[config.mk]
export PLATFORM = sky130hd
export DESIGN_NAME = periodic_timer_slot_bank
export DESIGN_NICKNAME = d
export VERILOG_FILES = /design/src/ptsb_pkg.sv /design/src/periodic_timer_slot_bank.sv /design/src/ptsb_expiry_cmp.sv
export SDC_FILE = /design/constraint.sdc
export NUM_CORES = 1
export LEC_CHECK = 0
export CAP_MARGIN = 5
export CORE_ASPECT_RATIO = 0.7
export CORE_MARGIN = 1
export CORE_UTILIZATION = 54
export CTS_CLUSTER_SIZE = 28
export DETAILED_ROUTE_END_ITERATION = 7
export DONT_BUFFER_PORTS = 1
export GPL_TIMING_DRIVEN = 0
export HOLD_SLACK_MARGIN = 0.05
export PLACE_DENSITY = 0.69
export SYNTH_ARGS = -nofsm -noshare
export SYNTH_HDL_FRONTEND = slang
export SYNTH_HIERARCHICAL = 1
export SYNTH_SLANG_ARGS = --single-unit
[constraint.sdc]
create_clock -name clk -period 23.2 [get_ports clk]
set_clock_uncertainty 0.05 [all_clocks]
set_input_delay 1.16 -clock clk [delete_from_list [all_inputs] [get_ports clk]]
set_output_delay 1.16 -clock clk [all_outputs]
set_load 0.02 [all_outputs]
[src/ptsb_pkg.sv]
// Shared types and constants for the periodic timer slot bank.
package ptsb_pkg;

	// Bank size and derived widths
	localparam int SLOTS = 8;
	localparam int IDX_W = (SLOTS > 1) ? $clog2(SLOTS) : 1;
	localparam int ID_W  = 4;

	// Command kinds
	localparam logic [1:0] KIND_REG   = 2'd0;
	localparam logic [1:0] KIND_UNREG = 2'd1;
	localparam logic [1:0] KIND_CHECK = 2'd2;

	// Command transfer payload
	typedef struct packed {
		logic [1:0]  kind;
		logic [15:0] delay_ms;
		logic [3:0]  slot_number;
		logic [31:0] now_ms;
	} timer_in_t;

	// Result transfer payload
	typedef struct packed {
		logic [ID_W-1:0] slot_id;
		logic            fired;
		logic            last;
	} timer_out_t;

	// Sequencer states
	typedef enum logic [3:0] {
		ST_IDLE  = 4'b0001,
		ST_REG   = 4'b0010,
		ST_CHK   = 4'b0100,
		ST_FLUSH = 4'b1000
	} state_t;

endpackage

[src/periodic_timer_slot_bank.sv]
// Top level of the periodic timer slot bank: slot store, sequencer and result register.
//
//   channel   direction  handshake                 payload
//   command   in         start & !busy             cmd (timer_in_t)
//   result    out        rsp_valid, one cycle      rsp (timer_out_t)
//
// A register item scans slots one per cycle through the slot store, up to the first free slot.
// A check item runs every slot once through the single expiry unit, then a flush state.
// Unregister and unknown kinds are handled in the idle state with busy low.
// Register, unregister and unknown results appear the cycle after they are decided; a check
// holds each firing back until the next hit or the flush cycle releases it.
// Reset clears all slots to free. The receiver cannot stall, so results never wait.
module periodic_timer_slot_bank
	import ptsb_pkg::*;
(
	input  logic       clk,
	input  logic       arst_n,
	input  logic       start,
	output logic       busy,
	input  timer_in_t  cmd,
	output logic       rsp_valid,
	output timer_out_t rsp
);

	state_t             state_q;
	logic [IDX_W-1:0]   idx_q;
	logic [SLOTS-1:0]   active_q;
	logic [31:0]        start_q [SLOTS];
	logic [15:0]        period_q [SLOTS];
	logic [31:0]        now_q;
	logic [15:0]        delay_q;
	logic               pend_q;
	logic [ID_W-1:0]    pend_id_q;
	logic               rsp_valid_q;
	timer_out_t         rsp_q;

	logic               accept;
	logic               expired;
	logic               idx_end;
	logic [ID_W-1:0]    idx_id;
	logic               unreg_ok;
	logic [IDX_W-1:0]   unreg_idx;
	logic [ID_W-1:0]    num_m1;

	assign accept    = start && (state_q == ST_IDLE);
	assign busy      = (state_q != ST_IDLE);
	assign idx_end   = (idx_q == IDX_W'(SLOTS - 1));
	assign idx_id    = ID_W'(idx_q) + ID_W'(1);
	assign num_m1    = cmd.slot_number - ID_W'(1);
	assign unreg_idx = num_m1[IDX_W-1:0];
	assign unreg_ok  = (cmd.slot_number >= ID_W'(1)) && (cmd.slot_number <= ID_W'(SLOTS))
		&& active_q[unreg_idx];

	// Shared expiry unit, fed by the scan index
	ptsb_expiry_cmp u_cmp (
		.now_ms    (now_q),
		.start_ms  (start_q[idx_q]),
		.period_ms (period_q[idx_q]),
		.expired   (expired)
	);

	// Sequencer, slot activity and result register
	always_ff @(posedge clk or negedge arst_n) begin
		if (!arst_n) begin
			state_q     <= ST_IDLE;
			idx_q       <= '0;
			active_q    <= '0;
			pend_q      <= 1'b0;
			pend_id_q   <= '0;
			rsp_valid_q <= 1'b0;
			rsp_q       <= '0;
		end else begin
			rsp_valid_q <= 1'b0;
			unique case (state_q)
				ST_IDLE: begin
					if (accept) begin
						idx_q  <= '0;
						pend_q <= 1'b0;
						case (cmd.kind)
							KIND_REG:   state_q <= ST_REG;
							KIND_CHECK: state_q <= ST_CHK;
							KIND_UNREG: begin
								// Free the named slot at once
								if (unreg_ok) begin
									active_q[unreg_idx] <= 1'b0;
								end
								rsp_valid_q   <= 1'b1;
								rsp_q.slot_id <= unreg_ok ? cmd.slot_number : '0;
								rsp_q.fired   <= 1'b0;
								rsp_q.last    <= 1'b1;
							end
							default: begin
								// Drop unknown kinds with an empty result
								rsp_valid_q <= 1'b1;
								rsp_q       <= '{slot_id: '0, fired: 1'b0, last: 1'b1};
							end
						endcase
					end
				end
				ST_REG: begin
					// Claim the first free slot, or report a full bank
					if (!active_q[idx_q]) begin
						active_q[idx_q] <= 1'b1;
						rsp_valid_q     <= 1'b1;
						rsp_q           <= '{slot_id: idx_id, fired: 1'b0, last: 1'b1};
						state_q         <= ST_IDLE;
					end else if (idx_end) begin
						rsp_valid_q <= 1'b1;
						rsp_q       <= '{slot_id: '0, fired: 1'b0, last: 1'b1};
						state_q     <= ST_IDLE;
					end else begin
						idx_q <= idx_q + IDX_W'(1);
					end
				end
				ST_CHK: begin
					// Hold each firing back one hit so the final one can carry last
					if (active_q[idx_q] && expired) begin
						if (pend_q) begin
							rsp_valid_q <= 1'b1;
							rsp_q       <= '{slot_id: pend_id_q, fired: 1'b1, last: 1'b0};
						end
						pend_q    <= 1'b1;
						pend_id_q <= idx_id;
					end
					if (idx_end) begin
						state_q <= ST_FLUSH;
					end else begin
						idx_q <= idx_q + IDX_W'(1);
					end
				end
				ST_FLUSH: begin
					// Release the held firing, or an empty result if nothing fired
					rsp_valid_q <= 1'b1;
					if (pend_q) begin
						rsp_q <= '{slot_id: pend_id_q, fired: 1'b1, last: 1'b1};
					end else begin
						rsp_q <= '{slot_id: '0, fired: 1'b0, last: 1'b1};
					end
					pend_q  <= 1'b0;
					state_q <= ST_IDLE;
				end
				default: state_q <= ST_IDLE;
			endcase
		end
	end

	// Latch the command time and period
	always_ff @(posedge clk) begin
		if (accept) begin
			now_q   <= cmd.now_ms;
			delay_q <= cmd.delay_ms;
		end
	end

	// Slot store: write start and period on claim, restart on expiry
	always_ff @(posedge clk) begin
		if (state_q == ST_REG && !active_q[idx_q]) begin
			start_q[idx_q]  <= now_q;
			period_q[idx_q] <= delay_q;
		end else if (state_q == ST_CHK && active_q[idx_q] && expired) begin
			start_q[idx_q] <= now_q;
		end
	end

	assign rsp_valid = rsp_valid_q;
	assign rsp       = rsp_q;

endmodule

[src/ptsb_expiry_cmp.sv]
// Shared expiry unit: wrapped elapsed time compared against a slot period.
module ptsb_expiry_cmp
	import ptsb_pkg::*;
(
	input  logic [31:0] now_ms,
	input  logic [31:0] start_ms,
	input  logic [15:0] period_ms,
	output logic        expired
);

	logic [31:0] elapsed;

	// Take elapsed time modulo 2^32, then compare with the zero-extended period
	always_comb begin
		elapsed = now_ms - start_ms;
		expired = elapsed > {16'd0, period_ms};
	end

endmodule
-- Word-level counts from Yosys, hierarchy flattened
Memory sizes are Yosys's and may differ from the RTL's.
Cells that the tools add are included.
- bits of input ports: 57
- memories: 2
- output and inout port bits: 8
- bits in writable memories: 384
- logic and storage cells: 117
- flip-flop bits (word level): 75
- memories (name ; words ; width ; rd ports ; clocked after Yosys merged registers in ; wr ports ; RTL line ; RTL):
    start_q ; 8 ; 32 ; 1 ; 0 ; 1 ; periodic_timer_slot_bank.sv:28 ; logic [31:0] start_q [SLOTS];
    period_q ; 8 ; 16 ; 1 ; 0 ; 1 ; periodic_timer_slot_bank.sv:29 ; logic [15:0] period_q [SLOTS];
- mux-type cells: 48
- bitwise logic cells: 4
- magnitude comparators: 7
- eq/ne operators: 19
- reductions and logical operators: 22
- add/sub/neg operators: 4
- operator list (cell ; number):
    6-bit 2-to-1 mux ; 6
    32-bit by 16-bit greater-than comparator with 1-bit output ; 1
    32-bit 2-to-1 mux ; 1
    8-bit 2-to-1 mux ; 4
    32-bit subtractor ; 1
    6-bit case mux with 4 select lines ; 1
    4-bit 2-to-1 mux ; 5
    1-bit 2-to-1 mux ; 17
    8-bit case mux with 2 select lines ; 1
    2-bit inequality test (second input constant) ; 7
    4-bit case mux with 3 select lines ; 1
    6-bit case mux with 2 select lines ; 1
    1-bit logical AND ; 9
    3-bit 2-to-1 mux ; 3
    3-bit case mux with 3 select lines ; 1
    8-bit AND ; 1
    3-bit by 4-bit less-than comparator with 1-bit output (second input constant) ; 2
    8-bit NOT ; 1
    8-bit OR ; 1
    4-bit case mux with 2 select lines ; 1
    1-bit binary-select mux with 3-bit select ; 2
    1-bit demux with 3-bit select ; 2
    3-bit by 1-bit >= comparator with 1-bit output (second input constant) ; 2
    3-bit AND reduction ; 2
    other kinds (29) ; 31

-- Logic depth before layout (Yosys ltp)
Gate-level depths: netlist of run 1.
- word-level depth: 11
- depth in mapped cells: 27
- gate-level depth less buffers: 24

-- Modules after synthesis
The synthesis of run 1 kept the hierarchy.
- by module, submodules not included (module ; cells each ; seq. area each (sq um) ; area an instance (sq um) ; times used):
    periodic_timer_slot_bank ; 879 ; 13649.3 ; 16612.2 ; 1
    ptsb_expiry_cmp ; 354 ; 0.0 ; 2347.3 ; 1

-- Least setup slack after synthesis of run 1
OpenSTA, ideal clock, no wires.
- kind: register -> register
- from: register idx_q[0]
- to: memory start_q[6][0], enable pin
- library setup time: 461 ps
- required time: 22689 ps
- path buffers: 4
- period minus slack after synthesis: 7350 ps
- setup slack: 15850 ps
- data arrival time: 6839 ps
- stages on the path, launching flop included: 26
- cell sequence: dfrtp_1 buf_6 inv_1 nor3_1 clkbuf_1 buf_1 a22oi_1 nand4_1 inv_1 ha_1 clkbuf_1 nand2_1 o21ai_0 nand3_1 o211a_1 xnor2_1 ha_1 nand4_1 nor3_1 o21ai_0 o2111ai_1 nand4b_1 or4_1 nor3b_4 nor2_1 nor3_1
- longest elaborated chain between the ends: 8
- elaborated cells on any way between the ends: 16
- classes of those cells: add/sub: 1; order compare: 1; mux: 7; bitwise: 1; reduce/logical: 4; memory: 2
- ends and longest elaborated chain (element ; RTL line ; RTL):
    start, declared ; periodic_timer_slot_bank.sv:26 ; logic [IDX_W-1:0] idx_q;
    start signal, assigned ; periodic_timer_slot_bank.sv:112 ; idx_q <= idx_q + IDX_W'(1);
    start signal, assigned ; periodic_timer_slot_bank.sv:128 ; idx_q <= idx_q + IDX_W'(1);
    memory 8 x 32 bit ; -- ;
    32-bit subtractor ; ptsb_expiry_cmp.sv:15 ; elapsed = now_ms - start_ms;
    32-bit by 16-bit greater-than comparator with 1-bit output * ; ptsb_expiry_cmp.sv:16 ; expired = elapsed > {16'd0, period_ms};
    via expired ; periodic_timer_slot_bank.sv:38 ; logic expired;
    1-bit logical AND * ; periodic_timer_slot_bank.sv:160 ; end else if (state_q == ST_CHK && active_q[idx_q] && expired) begin
    1-bit 2-to-1 mux * ; periodic_timer_slot_bank.sv:160 ;
    1-bit 2-to-1 mux * ; periodic_timer_slot_bank.sv:157 ; if (state_q == ST_REG && !active_q[idx_q]) begin
    1-bit 2-to-1 mux (implied by the code) * ; periodic_timer_slot_bank.sv:161 ; start_q[idx_q] <= now_q;
    1-bit OR (no source line) * ; -- ;
    end, declared ; periodic_timer_slot_bank.sv:28 ;
Mark *: on every way through the listed nets, which the timed path passes. The rest lies on a longest branch. The select of a mux whose other input is x is not followed.

-- Final worst setup path of run 1
- from: register idx_q[0]
- to: memory start_q[7][16], enable pin
Same word-level chain as after synthesis.

==> results of run 1 <==
-- metal layers --
metal	up-vias	GRT usage, %	wire [µm]
met5	-	0	0
met4	0	8.16	1380
met3	98	6.75	6200
met2	747	40.3	21500
met1	5972	46.7	22600
li1	5079	-	-
-- through the flow --
step,hold slack [ps],std cells
after floorplan,431,1233
after global placement,442,1705
after detailed placement,448,1718
after CTS,219,1799
after global routing,217,1799
final,235,1799
-- synthesized netlist by cell type, types with 13 or more instances --
cell and number:
edfxtp_1 432, a22oi_1 193, inv_1 68, nand4_1 57
ha_1 51, clkbuf_1 44, a21oi_1 42, nand2_1 38
nor2_1 31, dfrtp_1 26, nor3_1 18, o21ai_0 18
a21o_1 13
-- worst max path at each step --
stage | start | to | slack, ps | cells after the start
after floorplan | idx_q[0] | start_q[6][0] | 15850 | 25
after global placement | idx_q[0] | start_q[6][23] | 10730 | 25
after detailed placement | idx_q[0] | start_q[7][27] | 13240 | 27
after global routing | idx_q[0] | start_q[7][12] | 13200 | 27
after CTS | idx_q[0] | start_q[7][16] | 13190 | 27
final | idx_q[0] | start_q[7][16] | 13500 | 27
-- state kept, by name, indices dropped and copies added (netlist names) --
register and count:
state_q 4, now_q 32, rsp 6, rsp_valid 1, active_q 8, idx_q 3, start_q 256, pend_q 1
pend_id_q 4, period_q 128, delay_q 16
-- where the power goes --
group	internal (W)	switching, W	leakage [nW]
combinational	0.000242	0.000412	2.23
clock	0.000401	0.000311	0.693
sequential	0.000994	0.0000632	4.23
total	0.00164	0.000787	7.16
-- cell families (layout without fill, tap and decap cells) --
kind of cell,Yosys count,in the layout,share of synthesized area (%)
flip-flops,459,459,72.0
AO/OA/AOI/OAI,336,336,12.9
AND/OR/NAND/NOR,211,211,6.12
buffers and inverters,129,223,2.88
adder cells (fa/ha/maj),52,52,3.47
multiplexers,24,24,1.59
XOR/XNOR,22,22,1.02
-- area by class of cell --
cell class,count,area [µm²]
Fill cell,2617,13400
Inverter,69,259
Clock inverter,30,260
Clock buffer,51,1150
Timing Repair Buffer,13,221
Buffer,60,288
Sequential cell,459,13600
Multi-Input combinational cell,645,4830
Tap cell,472,591
-- critical path: stages (launching register included) --
cell and delay, ps:
dfrtp_1 460, buf_6 190, inv_1 140, nor3_1 610, clkbuf_1 930, clkbuf_1 880, a22oi_1 140, nand4_1 310
inv_1 90, ha_1 280, nor2b_1 140, o2111ai_1 290, a21oi_1 140, nor2_1 230, o211ai_1 240, xor2_1 210
ha_1 330, nand4_1 170, or4_1 530, o21ai_0 150, o2111ai_1 180, nand4b_1 210, or4_1 680, nor3b_4 270
nor2_2 770, nor3_2 350, buf_8 260, buf_4 190
==> impl_metrics.json, run 1 <==
{
  "drt_iter0_markers": 1669,
  "max_freq_ghz": 0.103,
  "crit_path_start_kind": "register",
  "routed_wl_mm": 51.6,
  "tightest_slew_ps": 1230,
  "crit_type": "register to register",
  "start_util_pct": 54.7,
  "yosys_warnings": 6,
  "post-route-min-period_ps": 9700,
  "vias": 11896,
  "status": "complete, no violations",
  "grt_max_degree": 53,
  "rrSetupSlack_ps": 13500,
  "relSlewSlack_pct": 17.9,
  "wl_per_cell_um": 28.7,
  "fin_crit_sh_pct": 41.8,
  "placed_area_mm2": 0.0198,
  "synth_cell_types": 74,
  "synthCells": 1233,
  "reg2reg_from": "idx_q[0]",
  "ys_seq_area_share_pct": 72.0,
  "setup_viol": 0,
  "layout_commonest_cell": "edfxtp_1",
  "ys.flop_type": "edfxtp_1",
  "dr.pass1.iters": 8,
  "crit_required_ps": 23450,
  "synth_async_sr_flop_share_pct": 5.88,
  "pin_count": 65,
  "drc": 0,
  "fp.dieH_um": 159,
  "post-cts-setup-buffers": 0,
  "layout-drive-gt1-share_pct": 10.3,
  "area_delta_synth_final_pct": 12.1,
  "core.rowCount": 57,
  "drv_slew": 0,
  "cts_root_buf": "clkbuf_16",
  "hold_violations": 0,
  "grt_pass1_vias": 11320,
  "antenna_found_initial": 0,
  "r2r_cells": 27,
  "synth_top_area_share_pct": 68.4,
  "htree_levels": 2,
  "ant_nets": 0,
  "place_ws_ps": 13240,
  "cp_max_fo": 10,
  "holdBufCountCts": 0,
  "numCtsBuffers": 44,
  "clk_pin_slew_worst_paths_ps": 60,
  "overflow": 0,
  "rsz0062_at_grt": "no",
  "cts_tree": "yes",
  "clk_path_buf_depth": 3,
  "vdd_drop_max_v": 0.0000841,
  "dp_hpwl_mm": 33.2,
  "synth_top_area_cell": "edfxtp_1",
  "stdcell_area_mm2": 0.0212,
  "maxCapViolations": 0,
  "endpoint_kind": "register",
  "synth_nets": 1342,
  "core_mm2": 0.0347,
  "critPathArrivalTime_ps": 9950,
  "final_util_pct": 61.3,
  "most-common-layout-cells": "432 x edfxtp_1, 193 x a22oi_1, 68 x inv_1",
  "clock_latency_ps": 570,
  "p_leak_nw": 7.16,
  "grtUsageTotal_pct": 29.4,
  "hold_path.class": "input pin to asynchronous set/reset pin",
  "synth.area.top_cells": "edfxtp_1 68%, a22oi_1 7.6%, dfrtp_1 3.4%",
  "grt_pass1_wl_mm": 75.4,
  "routed_via_density": 6.61,
  "fp.dieArea_mm2": 0.0359,
  "reg2reg_to": "start_q[7][16]",
  "ys_seq_elements": 459,
  "total_power_w": 0.00242,
  "syn_area_per_cell_um2": 15.4,
  "setup_tns_ps": 0,
  "die_w_um": 226,
  "io_buffers": 0,
  "synth_edf_count": 432,
  "nets": 1401,
  "n_antenna_cell": 0,
  "fin_ws_ps": 13500,
  "netlist_area_mm2": 0.0190,
  "cts_resized": 0,
  "gp_congestion": 0.966,
  "p_per_area_mw_per_mm2": 114,
  "clock-sinks": 459
}
No activity file was read; power rests on OpenSTA's default activity.
==> run 2, diff against run 1 <==
==> constraint.sdc (replaced) <==
create_clock -name clk -period 9.75 [get_ports clk]
set_clock_uncertainty 0.05 [all_clocks]
set_input_delay 0.4875 -clock clk [delete_from_list [all_inputs] [get_ports clk]]
set_output_delay 0.4875 -clock clk [all_outputs]
set_load 0.02 [all_outputs]
==> impl_metrics.json, run 2 (synthesized netlist as in run 1, its figures left out) <==
{
  "vias": 12118,
  "fin_hold_ws_ps": 90.3,
  "critPathArrivalTime_ps": 9560,
  "wl_per_cell_um": 28.2,
  "grt_max_degree": 53,
  "cp_top_family": "simple AND/OR/NAND/NOR gates",
  "layout-drive-gt1-share_pct": 10.1,
  "largest-register": "start_q",
  "maxCapViolations": 0,
  "reg_top3": "start_q: 256 flops, period_q: 128 flops, now_q: 32 flops",
  "status": "complete, no violations",
  "layout_commonest_cell": "edfxtp_1",
  "clk_pin_slew_worst_paths_ps": 60,
  "area_delta_synth_final_pct": 14.9,
  "cpMaxStageDelayCell": "clkbuf_1",
  "crit_path_start_kind": "register",
  "start_util_pct": 54.7,
  "pin_count": 65,
  "overflow": 0,
  "cp_max_fo": 10,
  "numCtsBuffers": 44,
  "tightest_slew_ps": 1240,
  "drc": 0,
  "relSlewSlack_pct": 17.5,
  "core.rowCount": 57,
  "routed_via_density": 6.54,
  "final_cells": 1852,
  "clk_path_buf_depth": 3,
  "drt_iter0_markers": 1678,
  "p_per_area_mw_per_mm2": 266,
  "path_buf_inv": 6,
  "slowest_delay_ps": 860,
  "cts_root_buf": "clkbuf_16",
  "crit_required_ps": 10000,
  "max_freq_ghz": 0.107,
  "post-route-min-period_ps": 9320,
  "drv_slew": 0,
  "dp_hpwl_mm": 33.2,
  "antenna_found_initial": 0,
  "htree_levels": 2,
  "setup_viol": 0,
  "p_leak_nw": 7.39,
  "crit_type": "register to register",
  "core_mm2": 0.0347,
  "grt_pass1_wl_mm": 76.4,
  "grtUsageTotal_pct": 29.7,
  "grt_pass1_vias": 11604,
  "post-cts-setup-buffers": 0,
  "clock-sinks": 459,
  "cts_tree": "yes",
  "ant_nets": 0,
  "nets": 1454,
  "dr.pass1.iters": 5,
  "fp.dieH_um": 159,
  "dp_cells": 1718,
  "rrSetupSlack_ps": 430,
  "fill_cells": 2567,
  "most-common-layout-cells": "432 x edfxtp_1, 193 x a22oi_1, 68 x inv_1",
  "fp.dieArea_mm2": 0.0359,
  "routed_wl_mm": 52.3,
  "n_antenna_cell": 0,
  "rsz0062_at_grt": "no",
  "io_buffers": 0,
  "clock_latency_ps": 560,
  "hold_violations": 0,
  "gp_congestion": 0.966,
  "die_w_um": 226,
  "fin_crit_sh_pct": 95.6,
  "hold_path.class": "input pin to register",
  "endpoint_kind": "register",
  "vdd_drop_max_v": 0.000189,
  "largest_reg_flops": 256,
  "setup_tns_ps": 0
}
[run 2: what timing repair did]
action	4_1_cts	5_1_grt
hold buffers	53	0
setup endpoints to repair	105	101
hold endpoints to repair	77	0
pin swaps	0	0
gates resized for setup	1	5
[run 2: through the flow]
step	area (µm²)	total power, W	setup WS [ps]	util, %
3_3_place_gp	19600	0.00401	-2720	56.4
4_1_cts	21800	0.00575	281	62.8
5_1_grt	21800	0.00603	57.1	62.9
3_5_place_dp	19800	0.00405	-207	57.2
6_report	21800	0.00579	434	62.9
2_1_floorplan	19000	0.00356	2400	-
[run 2: final timing paths]
kind | start | depth (start not counted) | end
hold / removal | cmd[52] | 3 | state_q[3]
hold reg to reg | pend_id_q[0] | 1 | pend_id_q[0]
max in group asynchronous | arst_n | 2 | state_q[0]
setup reg to reg | idx_q[0] | 26 | start_q[7][16]
setup / recovery | idx_q[0] | 26 | start_q[7][16]
min in group asynchronous | arst_n | 2 | rsp[2]
[run 2: routing by layer]
layer	up-vias	part of all wire [%]	routed length (µm)	global-route usage [%]
li1	5188	-	-	-
met1	6070	43	22600	47.0
met2	762	42	21900	41.1
met3	98	12	6390	6.70
met4	0	2.6	1340	8.19
met5	-	0	0	0
[run 2: cell type report]
type / count / area [µm²] / area share, %
Multi-Input combinational cell: 645 / 4830 / 22.2
Clock buffer: 51 / 1150 / 5.27
Sequential cell: 459 / 13600 / 62.7
Inverter: 69 / 259 / 1.19
Clock inverter: 30 / 260 / 1.19
Buffer: 60 / 289 / 1.33
Tap cell: 472 / 591 / 2.71
Timing Repair Buffer: 66 / 762 / 3.50
[run 2: where the power goes]
part | internal, W | leakage (nW) | switching, W
Combinational | 0.000591 | 2.46 | 0.000985
Clock | 0.000955 | 0.693 | 0.000745
Sequential | 0.00236 | 4.23 | 0.000151
Total | 0.00391 | 7.39 | 0.00188
[run 2: worst register-to-register path, stage by stage, from the launching register on]
cell       delay [ps]
dfrtp_1           450
buf_6             180
nor3_1            440
clkbuf_1          860
buf_1             840
a22oi_1           200
nand4_1           330
inv_1              90
ha_1              280
nor2b_1           140
o2111ai_1         290
a21oi_1           140
nor2_1            230
o211ai_1          230
xor2_1            210
ha_1              340
nand4_1           150
or4_1             530
o21ai_0           140
o2111ai_1         190
nand4b_1          210
or4_1             680
nor3b_4           270
nor2_2            770
nor3_2            340
buf_8             260
buf_4             200
